==> src/rtl/core/bat_pkg.sv <==
// Shared types, codes and helpers for the broadcast acknowledge tracker.
// No dependencies; every other file of the block imports this package.
package bat_pkg;

  localparam int TABLE_ENTRIES_DEF = 16;
  localparam int MAX_CLUSTER_COUNT = 32;
  localparam int CLUSTER_CAP       = (MAX_CLUSTER_COUNT < 32) ? MAX_CLUSTER_COUNT : 32;
  localparam int LINE_OFFSET_MAX   = 12;

  localparam logic CFG_CLUSTER_CNT = 1'b0;
  localparam logic CFG_LINE_OFFSET = 1'b1;

  typedef enum logic [1:0] {
    OP_INSERT = 2'd0,
    OP_ACK    = 2'd1,
    OP_READ   = 2'd2,
    OP_UNUSED = 2'd3
  } opcode_t;

  typedef enum logic [2:0] {
    ST_OK          = 3'd0,
    ST_NO_ENTRY    = 3'd1,
    ST_DUPLICATE   = 3'd2,
    ST_ACKED       = 3'd3,
    ST_FULL        = 3'd4,
    ST_BAD_CLUSTER = 3'd5
  } status_t;

  typedef enum logic [1:0] {
    S_IDLE,
    S_SCAN,
    S_UPDATE,
    S_EMIT
  } state_t;

  typedef struct packed {
    logic [31:0] addr;
    logic [31:0] word;
    logic [31:0] seen;
    logic [31:0] acked;
    logic [5:0]  count;
  } entry_t;

  typedef struct packed {
    status_t     status;
    logic [31:0] bcast_word;
    logic        from_broadcast;
    logic        mem_write_valid;
    logic [31:0] mem_write_address;
    logic [31:0] mem_write_word;
  } result_t;

  typedef struct packed {
    logic [5:0]  active;
    logic [31:0] line_keep;
  } cfg_t;

  function automatic logic [5:0] active_clusters(logic [5:0] n);
    logic [5:0] r;
    r = n;
    if (n == 6'd0) r = 6'd1;
    else if (n > 6'(CLUSTER_CAP)) r = 6'(CLUSTER_CAP);
    return r;
  endfunction

  function automatic logic [31:0] line_keep_mask(logic [3:0] off);
    logic [3:0] b;
    b = (off > 4'(LINE_OFFSET_MAX)) ? 4'(LINE_OFFSET_MAX) : off;
    return 32'hFFFF_FFFF << b;
  endfunction

endpackage

==> src/rtl/core/broadcast_ack_tracker_top.sv <==
// Broadcast acknowledge tracker: one request at a time through a table scan.
// A request with an unused opcode or an inactive cluster skips the scan; others
// read every table entry before the result is formed. A new request is taken
// only after the result of the last one has moved into the output register.
// Reset clears the entry valid flags, the sequencer and the output register and
// loads an active cluster count of 32 and a line offset of 5; table data stays.
module broadcast_ack_tracker_top
  import bat_pkg::*;
#(
  parameter int TABLE_ENTRIES = TABLE_ENTRIES_DEF
) (
  input  logic         clk,
  input  logic         rst_n,
  input  logic         in_tvalid,
  output logic         in_tready,
  input  logic [1:0]   in_tuser,   // opcode
  input  logic [71:0]  in_tdata,   // address, new_word, cluster_id, zero pad
  output logic         out_tvalid,
  input  logic         out_tready,
  output logic [2:0]   out_tuser,  // status
  output logic [103:0] out_tdata,  // bcast_word, from_broadcast, mem_write_valid,
                                   // mem_write_address, mem_write_word, zero pad
  input  logic         cfg_we,
  input  logic         cfg_index,
  input  logic [5:0]   cfg_data
);

  localparam int IDX_W = (TABLE_ENTRIES > 1) ? $clog2(TABLE_ENTRIES) : 1;

  logic [5:0] cluster_cnt_r;
  logic [3:0] line_offset_r;
  cfg_t       cfg;

  logic             mem_rd_en;
  logic [IDX_W-1:0] mem_rd_addr;
  entry_t           mem_rd_data;
  logic             mem_wr_en;
  logic [IDX_W-1:0] mem_wr_addr;
  entry_t           mem_wr_data;
  logic             res_valid;
  logic             res_ready;
  result_t          res;

  always_ff @(posedge clk) begin
    if (!rst_n) begin
      cluster_cnt_r <= 6'd32;
      line_offset_r <= 4'd5;
    end else if (cfg_we) begin
      unique case (cfg_index)
        CFG_CLUSTER_CNT: cluster_cnt_r <= cfg_data;
        CFG_LINE_OFFSET: line_offset_r <= cfg_data[3:0];
      endcase
    end
  end

  always_comb begin
    cfg.active    = active_clusters(cluster_cnt_r);
    cfg.line_keep = line_keep_mask(line_offset_r);
  end

  bat_ctrl #(
    .TABLE_ENTRIES(TABLE_ENTRIES)
  ) u_ctrl (
    .clk        (clk),
    .rst_n      (rst_n),
    .cfg        (cfg),
    .in_valid   (in_tvalid),
    .in_ready   (in_tready),
    .in_op      (opcode_t'(in_tuser)),
    .in_addr    (in_tdata[31:0]),
    .in_word    (in_tdata[63:32]),
    .in_cl      (in_tdata[68:64]),
    .mem_rd_en  (mem_rd_en),
    .mem_rd_addr(mem_rd_addr),
    .mem_rd_data(mem_rd_data),
    .mem_wr_en  (mem_wr_en),
    .mem_wr_addr(mem_wr_addr),
    .mem_wr_data(mem_wr_data),
    .res_valid  (res_valid),
    .res_ready  (res_ready),
    .res        (res)
  );

  bat_mem #(
    .DEPTH(TABLE_ENTRIES),
    .AW   (IDX_W)
  ) u_mem (
    .clk    (clk),
    .rd_en  (mem_rd_en),
    .rd_addr(mem_rd_addr),
    .rd_data(mem_rd_data),
    .wr_en  (mem_wr_en),
    .wr_addr(mem_wr_addr),
    .wr_data(mem_wr_data)
  );

  bat_outq u_outq (
    .clk       (clk),
    .rst_n     (rst_n),
    .push_valid(res_valid),
    .push_ready(res_ready),
    .push_res  (res),
    .out_tvalid(out_tvalid),
    .out_tready(out_tready),
    .out_tuser (out_tuser),
    .out_tdata (out_tdata)
  );

endmodule

==> src/rtl/core/bat_mem.sv <==
// Entry store of the tracker: one write port, one registered read port.
// Depends on bat_pkg for the entry layout.
module bat_mem
  import bat_pkg::*;
#(
  parameter int DEPTH = TABLE_ENTRIES_DEF,
  parameter int AW    = (DEPTH > 1) ? $clog2(DEPTH) : 1
) (
  input  logic          clk,
  input  logic          rd_en,
  input  logic [AW-1:0] rd_addr,
  output entry_t        rd_data,
  input  logic          wr_en,
  input  logic [AW-1:0] wr_addr,
  input  entry_t        wr_data
);

  entry_t mem_r [DEPTH];
  entry_t rd_data_r;

  always_ff @(posedge clk) begin
    if (wr_en) begin
      mem_r[wr_addr] <= wr_data;
    end
  end

  always_ff @(posedge clk) begin
    if (rd_en) begin
      rd_data_r <= mem_r[rd_addr];
    end
  end

  assign rd_data = rd_data_r;

endmodule

==> src/rtl/core/bat_ctrl.sv <==
// Request sequencer: scans the entry store, resolves the request, writes back.
// Depends on bat_pkg; drives bat_mem and feeds the output register.
module bat_ctrl
  import bat_pkg::*;
#(
  parameter int TABLE_ENTRIES = TABLE_ENTRIES_DEF,
  parameter int IDX_W         = (TABLE_ENTRIES > 1) ? $clog2(TABLE_ENTRIES) : 1,
  parameter int CNT_W         = $clog2(TABLE_ENTRIES + 1)
) (
  input  logic             clk,
  input  logic             rst_n,
  input  cfg_t             cfg,
  input  logic             in_valid,
  output logic             in_ready,
  input  opcode_t          in_op,
  input  logic [31:0]      in_addr,
  input  logic [31:0]      in_word,
  input  logic [4:0]       in_cl,
  output logic             mem_rd_en,
  output logic [IDX_W-1:0] mem_rd_addr,
  input  entry_t           mem_rd_data,
  output logic             mem_wr_en,
  output logic [IDX_W-1:0] mem_wr_addr,
  output entry_t           mem_wr_data,
  output logic             res_valid,
  input  logic             res_ready,
  output result_t          res
);

  state_t state_r, state_nxt;

  opcode_t          op_r;
  logic [31:0]      addr_r;
  logic [31:0]      word_r;
  logic [4:0]       cl_r;
  logic [CNT_W-1:0] iss_r;
  logic             rd_vld_r;
  logic [IDX_W-1:0] rd_idx_r;
  logic             hit_found_r;
  logic [IDX_W-1:0] hit_idx_r;
  entry_t           hit_ent_r;
  logic             free_found_r;
  logic [IDX_W-1:0] free_idx_r;
  logic             valid_r [TABLE_ENTRIES];
  result_t          res_r;

  logic    accept;
  logic    early;
  result_t early_res;
  logic    match;
  logic    cur_valid;
  logic    last_cmp;

  logic             [31:0] bit_sel;
  logic             [5:0]  cnt_inc;
  result_t          upd_res;
  logic             upd_we;
  logic [IDX_W-1:0] upd_idx;
  entry_t           upd_data;
  logic             upd_set;
  logic             upd_clr;

  assign accept = in_valid && in_ready;
  assign early  = (in_op == OP_UNUSED) || ({1'b0, in_cl} >= cfg.active);

  always_comb begin
    early_res        = '0;
    early_res.status = (in_op == OP_UNUSED) ? ST_NO_ENTRY : ST_BAD_CLUSTER;
  end

  // Reads compare the exact byte address, insert and acknowledge the line.
  assign match = (op_r == OP_READ) ? (mem_rd_data.addr == addr_r)
                                   : ((mem_rd_data.addr & cfg.line_keep) ==
                                      (addr_r & cfg.line_keep));
  assign cur_valid = valid_r[rd_idx_r];
  assign last_cmp  = rd_vld_r && (rd_idx_r == IDX_W'(TABLE_ENTRIES - 1));

  assign bit_sel = 32'd1 << cl_r;
  assign cnt_inc = (hit_ent_r.count == 6'd63) ? 6'd63 : hit_ent_r.count + 6'd1;

  always_comb begin
    upd_res  = '0;
    upd_we   = 1'b0;
    upd_idx  = hit_idx_r;
    upd_data = hit_ent_r;
    upd_set  = 1'b0;
    upd_clr  = 1'b0;
    unique case (op_r)
      OP_INSERT: begin
        if (hit_found_r) begin
          upd_res.status = ST_DUPLICATE;
        end else if (!free_found_r) begin
          upd_res.status = ST_FULL;
        end else begin
          upd_res.status = ST_OK;
          upd_we         = 1'b1;
          upd_set        = 1'b1;
          upd_idx        = free_idx_r;
          upd_data.addr  = addr_r;
          upd_data.word  = word_r;
          upd_data.seen  = bit_sel;
          upd_data.acked = '0;
          upd_data.count = '0;
        end
      end
      OP_ACK: begin
        if (!hit_found_r) begin
          upd_res.status = ST_NO_ENTRY;
        end else if ((hit_ent_r.acked & bit_sel) != '0) begin
          upd_res.status = ST_ACKED;
        end else begin
          upd_res.status = ST_OK;
          upd_we         = 1'b1;
          upd_data.seen  = hit_ent_r.seen | bit_sel;
          upd_data.acked = hit_ent_r.acked | bit_sel;
          upd_data.count = cnt_inc;
          // Free the entry once enough clusters have acknowledged.
          if (cnt_inc >= cfg.active) begin
            upd_clr                   = 1'b1;
            upd_res.mem_write_valid   = 1'b1;
            upd_res.mem_write_address = hit_ent_r.addr;
            upd_res.mem_write_word    = hit_ent_r.word;
          end
        end
      end
      OP_READ: begin
        if (!hit_found_r) begin
          upd_res.status = ST_NO_ENTRY;
        end else if ((hit_ent_r.seen & bit_sel) != '0) begin
          upd_res.status         = ST_OK;
          upd_res.bcast_word     = hit_ent_r.word;
          upd_res.from_broadcast = 1'b1;
        end else begin
          upd_res.status = ST_OK;
        end
      end
      OP_UNUSED: begin
        upd_res.status = ST_NO_ENTRY;
      end
    endcase
  end

  always_comb begin
    state_nxt = state_r;
    unique case (state_r)
      S_IDLE:   if (accept) state_nxt = early ? S_EMIT : S_SCAN;
      S_SCAN:   if (last_cmp) state_nxt = S_UPDATE;
      S_UPDATE: state_nxt = S_EMIT;
      S_EMIT:   if (res_ready) state_nxt = S_IDLE;
      default:  state_nxt = S_IDLE;
    endcase
  end

  always_comb begin
    in_ready    = (state_r == S_IDLE);
    mem_rd_en   = (state_r == S_SCAN) && (iss_r < CNT_W'(TABLE_ENTRIES));
    mem_rd_addr = iss_r[IDX_W-1:0];
    mem_wr_en   = (state_r == S_UPDATE) && upd_we;
    mem_wr_addr = upd_idx;
    mem_wr_data = upd_data;
    res_valid   = (state_r == S_EMIT);
    res         = res_r;
  end

  always_ff @(posedge clk) begin
    if (!rst_n) begin
      state_r      <= S_IDLE;
      iss_r        <= '0;
      rd_vld_r     <= 1'b0;
      hit_found_r  <= 1'b0;
      free_found_r <= 1'b0;
      for (int i = 0; i < TABLE_ENTRIES; i++) valid_r[i] <= 1'b0;
    end else begin
      state_r <= state_nxt;
      if (accept) begin
        iss_r        <= '0;
        rd_vld_r     <= 1'b0;
        hit_found_r  <= 1'b0;
        free_found_r <= 1'b0;
      end
      if (state_r == S_SCAN) begin
        rd_vld_r <= mem_rd_en;
        if (mem_rd_en) iss_r <= iss_r + CNT_W'(1);
        if (rd_vld_r && cur_valid && match) hit_found_r <= 1'b1;
        if (rd_vld_r && !cur_valid) free_found_r <= 1'b1;
      end
      if (state_r == S_UPDATE) begin
        if (upd_set) valid_r[upd_idx] <= 1'b1;
        if (upd_clr) valid_r[upd_idx] <= 1'b0;
      end
    end
  end

  always_ff @(posedge clk) begin
    if (accept) begin
      op_r   <= in_op;
      addr_r <= in_addr;
      word_r <= in_word;
      cl_r   <= in_cl;
      if (early) res_r <= early_res;
    end
    if (state_r == S_SCAN) begin
      rd_idx_r <= iss_r[IDX_W-1:0];
      // Keep the lowest matching entry and the lowest free slot.
      if (rd_vld_r && cur_valid && match && !hit_found_r) begin
        hit_idx_r <= rd_idx_r;
        hit_ent_r <= mem_rd_data;
      end
      if (rd_vld_r && !cur_valid && !free_found_r) free_idx_r <= rd_idx_r;
    end
    if (state_r == S_UPDATE) res_r <= upd_res;
  end

endmodule

==> src/rtl/core/bat_outq.sv <==
// Output register of the tracker: holds one result until the sink takes it.
// Depends on bat_pkg for the result layout.
module bat_outq
  import bat_pkg::*;
(
  input  logic          clk,
  input  logic          rst_n,
  input  logic          push_valid,
  output logic          push_ready,
  input  result_t       push_res,
  output logic          out_tvalid,
  input  logic          out_tready,
  output logic [2:0]    out_tuser,
  output logic [103:0]  out_tdata
);

  logic    valid_r;
  result_t res_r;

  assign push_ready = !valid_r || out_tready;

  always_ff @(posedge clk) begin
    if (!rst_n) begin
      valid_r <= 1'b0;
    end else if (push_ready) begin
      valid_r <= push_valid;
    end
  end

  always_ff @(posedge clk) begin
    if (push_ready && push_valid) res_r <= push_res;
  end

  assign out_tvalid = valid_r;
  assign out_tuser  = res_r.status;
  assign out_tdata  = {6'd0,
                       res_r.mem_write_word,
                       res_r.mem_write_address,
                       res_r.mem_write_valid,
                       res_r.from_broadcast,
                       res_r.bcast_word};

endmodule

==> config.mk <==
export PLATFORM = sky130hd
export DESIGN_NAME = broadcast_ack_tracker_top
export DESIGN_NICKNAME = d
export VERILOG_FILES = /design/src/rtl/core/bat_pkg.sv /design/src/rtl/core/broadcast_ack_tracker_top.sv /design/src/rtl/core/bat_mem.sv /design/src/rtl/core/bat_ctrl.sv /design/src/rtl/core/bat_outq.sv
export SDC_FILE = /design/constraint.sdc
export NUM_CORES = 2
export LEC_CHECK = 0
export BUFFER_PORTS_ARGS = -buffer_cell sky130_fd_sc_hd__buf_2
export CORE_MARGIN = 2
export CORE_UTILIZATION = 35
export DETAILED_ROUTE_END_ITERATION = 7
export GPL_TIMING_DRIVEN = 1
export PLACE_DENSITY_LB_ADDON = 0.3
export SYNTH_ARGS = -nofsm -noshare
export SYNTH_HDL_FRONTEND = slang
export SYNTH_SLANG_ARGS = --single-unit
==> constraint.sdc <==
create_clock -name clk -period 10.35 [get_ports clk]
set_input_delay 1.035 -clock clk [delete_from_list [all_inputs] [get_ports clk]]
set_output_delay 1.035 -clock clk [all_outputs]
set_load 0.1 [all_outputs]
**After elaboration in Yosys (flattened, before gate mapping)**

Memory sizes are Yosys's and may differ from the RTL's. A register that Yosys moved wholly into a read port is not among the register bits.
Cells that the tools add are included.

- Add/sub/neg operators: 2
- Magnitude comparators: 5
- Shifts and indexed selects: 2
- Bitwise logic cells: 8
- Multiplexer cells: 73
- Reduce and logical (&&, ||, !) cells: 31
- Eq/ne operators: 14

Operators by type and width:

| kind | number |
|---|---|
| 101-bit 2-to-1 mux | 3 |
| 134-bit 2-to-1 mux | 2 |
| 65-bit 2-to-1 mux | 4 |
| 70-bit 2-to-1 mux | 2 |
| 70-bit one-hot mux with 2 select lines | 1 |
| 32-bit bitwise AND | 4 |
| 33-bit 2-to-1 mux | 3 |
| 32-bit equality test | 2 |
| 64-bit 2-to-1 mux | 1 |
| 32-bit OR | 2 |
| 32-bit nonzero test | 2 |
| 1-bit 2-to-1 mux | 33 |
| 1-bit by 5-bit << shifter with 32-bit output, first input constant | 1 |
| 32-bit by 4-bit << shifter with 32-bit output, first input constant | 1 |
| 4-bit 2-to-1 mux | 6 |
| 6-bit 2-to-1 mux | 3 |
| 5-bit 2-to-1 mux | 3 |
| 3-bit 2-to-1 mux | 4 |
| 3-bit one-hot mux with 4 select lines | 1 |
| 2-bit equality test, second input constant | 5 |
| 1-bit logical AND | 10 |
| 2-bit 2-to-1 mux | 5 |
| 2-bit AND reduction | 5 |
| 2-bit one-hot mux with 4 select lines | 1 |
| 22 further kinds | 31 |

- Memories: 2
- Output and inout bits: 109
- Flip-flop bits (word level): 440
- Memory bits (writable): 2160

Memory list:

| memory | depth | width | rd ports | clocked after Yosys merged registers in | write ports | RTL line | RTL |
|---|---|---|---|---|---|---|---|
| u_mem.mem_r | 16 | 134 | 1 | 1 | 1 | bat_mem.sv:18 | `entry_t mem_r [DEPTH];` |
| u_ctrl.valid_r | 16 | 1 | 1 | 1 | 16 | bat_ctrl.sv:44 | `logic valid_r [TABLE_ENTRIES];` |

**Depth between registers and ports, before layout**

- Depth in word-level cells: 15
- Mapped depth: 13
- Mapped depth without buffers: 11

**Cells and area by module**

Synthesis repeated with hierarchy kept, for this count alone.

- Cells, all modules: 4985
- Area total of the unflattened synthesis: 103887.1 um^2

By module, submodules not included:

| module | area an instance (um^2) | times used | cells each |
|---|---|---|---|
| bat_mem | 84673.7 | 1 | 3511 |
| bat_ctrl | 15567.4 | 1 | 1298 |
| bat_outq | 3139.3 | 1 | 113 |
| broadcast_ack_tracker_top | 506.7 | 1 | 63 |

**Worst setup path after synthesis**

OpenSTA, ideal clock, no wires.

- Path kind: register to register
- From: register u_ctrl.cl_r[1]
- To: memory u_mem.mem_r[0][0] (netlist name), enable pin
- Path slack: 1.212 ns
- Required time: 9.678 ns
- Stages on the path, launching flop included: 10
- Setup time: 0.672 ns
- Arrival time: 8.466 ns
- Clock period less this slack: 9.138 ns
- Cell sequence: edfxtp_1 -> buf_6 -> mux2_4 -> a222oi_1 -> and3_1 -> o21a_2 -> nand3_2 -> buf_4 -> buf_6 -> a21oi_1

- Longest elaborated chain between the ends: 9

Ends and longest elaborated chain:

| element | RTL line | RTL |
|---|---|---|
| start: declaration | bat_ctrl.sv:35 | `logic [4:0] cl_r;` |
| start signal: assignment | bat_ctrl.sv:199 | `cl_r <= in_cl;` |
| 1-bit by 5-bit << shifter with 32-bit output | bat_ctrl.sv:78 | `assign bit_sel = 32'd1 << cl_r;` |
| 32-bit bitwise AND | bat_ctrl.sv:109 | `end else if ((hit_ent_r.acked & bit_sel) != '0) begin` |
| 32-bit nonzero test | bat_ctrl.sv:109 |  |
| 1-bit 2-to-1 mux | bat_ctrl.sv:109 |  |
| 1-bit 2-to-1 mux | bat_ctrl.sv:107 | `if (!hit_found_r) begin` |
| 1-bit one-hot mux with 2 select lines | bat_ctrl.sv:88 | `unique case (op_r)` |
| 1-bit logical AND | bat_ctrl.sv:158 | `mem_wr_en = (state_r == S_UPDATE) && upd_we;` |
| 1-bit 2-to-1 mux | bat_mem.sv:22 | `if (wr_en) begin` |
| 1-bit 2-to-1 mux (not written as such) | bat_mem.sv:23 | `mem_r[wr_addr] <= wr_data;` |
| end: declaration | bat_mem.sv:18 |  |

No other way between the ends.

**Final worst setup path**

- From: register u_ctrl.cl_r[3]
- To: memory u_mem.mem_r[8][73] (netlist name), enable pin

Same word-level chain as after synthesis.

==> results_dict.tcl <==
set metrics [dict create \
    antenna_found_initial 1 \
    drt-initial-drc-count 4490 \
    cts_tree "built" \
    powerDensity_nw_per_um2 218 \
    synth-seq-cells 2738 \
    ir_drop_mv 0.172 \
    async_flop_share_pct 0 \
    numCtsBuffers 282 \
    cts_hold_buf 0 \
    pre_cts_ws_ps 5110 \
    io_pins 195 \
    worst_ep_required_time_ps 10790 \
    num-fill-cells 25600 \
    routed-wl-met2_um 122000 \
    syn_area_sq_um 103000 \
    hold_class "in -> reg" \
    fin_crit_ps 5210 \
    status "finished, final reports clean" \
    mostFrequentLayoutCell "edfxtp_1" \
    clock-root-buffer "clkbuf_16" \
    cap_violations 0 \
    postSynthAreaPerCell_sq_um 22.7 \
    path_delay_family "buffers and inverters" \
    insertion_delay_ps 870 \
    synth_compound_area_share_pct 1.33 \
    synthXorXnorAreaFrac_pct 0.280 \
    area_growth_pct 14.8 \
    cp_max_fo 41 \
    first_global_vias 49400 \
    gp_congestion 0.742 \
    relSlewSlack_pct 20.9 \
    final_util_pct 40.4 \
    final_cells 9057 \
    synth_simple_gate_area_share_pct 2.71 \
    fmax_mhz 192 \
    final_cell_mix "edfxtp_1 (2697), mux4_2 (676), clkbuf_16 (290)" \
    via_count 47700 \
    hold_viol 0 \
    grt_pass1_wl_um 351000 \
    wl_met3_um 13100 \
    finalWorstSetupSlack_ps 5140 \
    drv_slew 0 \
    syn_inst 4551 \
    yosys_most_used_dff "edfxtp_1" \
    postCtsSetupBuffers 0 \
    rrSetupSlack_ps 5140 \
    cpPeakStageDelay_ps 940 \
    start_util_pct 35.2 \
    synth_edf_count 2697 \
    rows 199 \
    rsz0062_at_grt "no" \
    ys_types 73 \
    die_h_um 547 \
    grt_use_total_pct 16.0 \
    worstPathCellList "buf_4 > or3b_1 > o32ai_2 > nor4_2 > o21a_2 > nand3_4 > a21oi_4 > buf_4 > buf_4" \
    path_clk_slew_ps 60 \
    top_layer "met4" \
    synth-adder-area-share_pct 0.206 \
    fin_nets 5021 \
    finalClockSkew_ps 74.1 \
    grt_max_degree 135 \
    clk_path_buf_depth 4 \
    synth.mux.area_fraction_pct 15.1 \
    gr-total-overflow 0 \
    start_kind "flip-flop" \
    power_mw 25.8 \
    dr.pass1.iters 6 \
    ant_nets 0 \
    io_buffer_count 185 \
    dieArea_sq_um 299000 \
    viasPerCell 5.27 \
    wire_per_inst_um 26.8 \
    wirelength_met1_um 103000 \
    fin_crit_sh_pct 50.3 \
    worst_pin_slew_ps 1150 \
    cp.arrival_ps 5650 \
    synth-warning-count 0 \
    final_layout_size_suffix_gt1_share_pct 27.9 \
    dp_hpwl_um 120000 \
    dp.cells 8553 \
    p_leak_nw 36.2 \
    die_w_um 547 \
    cts_resized 0 \
    finalSetupTns_ps 0 \
    clock-sinks 2738 \
    finalSetupViolations 0 \
    synth_top_family_by_area "multiplexers" \
    worst-setup-path-type "reg -> reg" \
    drc_errors 0 \
    crit_top_cell "buf_4" \
    totalWireLength_um 242000 \
    end_kind "flip-flop" \
    coreArea_sq_um 294000 \
    ys_seq_area_share_pct 79.3 \
    critPathBufInv 3 \
    cp_slowest_cell "a21oi_4" \
    h-tree-depth 5 \
]
==> kinds of logic after synthesis <==
kind of cell / count (synthesis)
mux: 711
buf+inv: 254
flops: 2738
other cells: 1
xor+xnor: 33
fa+ha+maj: 17
simple gates: 576
compound gates: 221
==> routing by layer <==
metal  up-vias  track usage (%)
met2      1530             27.0
met5         -                0
met4         0             3.89
met3       333             2.12
met1     26100             21.9
li1      19800                -
==> per-stage QoR <==
step,area (sq um),hold slack [ps]
floorplan,103000,400
global placement,109000,401
detailed placement,109000,405
CTS,118000,281
global route,118000,318
finish,118000,348
==> where the power goes <==
part,switching (mW),total (mW),leakage (nW),internal (mW)
Combinational,1.68,2.88,7.06,1.20
Sequential,0.229,12.9,24.7,12.7
Clock,4.16,9.97,4.39,5.82
==> cell usage after synthesis, drive strengths merged (4+ instances only) <==
master | instances | share of area [%]
nand3b | 11 | 0.080
nand2 | 278 | 1.0
nand3 | 43 | 0.21
edfxtp | 2697 | 78
nor4 | 5 | 0.042
and2 | 107 | 0.65
nand2b | 12 | 0.073
a31oi | 19 | 0.13
o21a | 4 | 0.030
o21ai | 65 | 0.32
nor2b | 14 | 0.085
inv | 12 | 0.044
a21boi | 4 | 0.029
a22oi | 18 | 0.13
mux4 | 676 | 15
a21o | 6 | 0.044
nor2 | 35 | 0.13
mux2 | 20 | 0.22
buf | 106 | 0.52
a21oi | 61 | 0.30
xnor2 | 30 | 0.25
o31ai | 19 | 0.14
ha | 17 | 0.21
dfxtp | 41 | 0.80
nor3 | 36 | 0.17
clkbuf | 135 | 0.49
nand4 | 10 | 0.061
mux2i | 15 | 0.15
and3b | 4 | 0.034
==> worst reg2reg max path: cells and delay by family, from the launching register on <==
kind                   cells  cell delay, ps
buffers and inverters      3            1510
AND/OR/NAND/NOR            3            1460
AO/OA/AOI/OAI              3            1460
flip-flops                 1             340
==> state kept, by name, indices dropped and copies added, names as in the netlist, 3 cells and up, named ones only <==
name	flops
cluster_cnt_r	6
line_offset_r	4
u_ctrl.addr_r	32
u_ctrl.cl_r	5
u_ctrl.free_idx_r	4
u_ctrl.hit_ent_r	134
u_ctrl.hit_idx_r	4
u_ctrl.iss_r	5
u_ctrl.rd_idx_r	4
u_ctrl.res	101
u_ctrl.valid_r	16
u_ctrl.word_r	32
u_mem.mem_r	2144
u_mem.rd_data	134
u_outq.out_tdata	98
u_outq.out_tuser	3
==> final cells by class <==
type / instances / area (sq um) / area share, %
clock buffers: 357 / 7520 / 6.35
repair buffers: 319 / 2130 / 1.80
clock inverters: 140 / 1490 / 1.25
multi-input cells: 1564 / 20500 / 17.3
flip-flops and latches: 2738 / 81800 / 69.1
well taps: 3919 / 4900 / 4.14
diodes: 7 / 17.5 / 0.0148
inverters: 13 / 58.8 / 0.0496
==> worst paths after layout <==
| kind | startpoint | endpoint | depth (start not counted) |
|---|---|---|---|
| setup / recovery | u_ctrl.cl_r[3] | u_mem.mem_r[8][73] | 9 |
| setup reg to reg | u_ctrl.cl_r[3] | u_mem.mem_r[8][73] | 9 |
| hold / removal | in_tdata[26] | u_ctrl.addr_r[26] | 1 |
| hold reg to reg | u_mem.rd_data[78] | u_ctrl.hit_ent_r[78] | 0 |
Power figures use the tool's default switching activity.
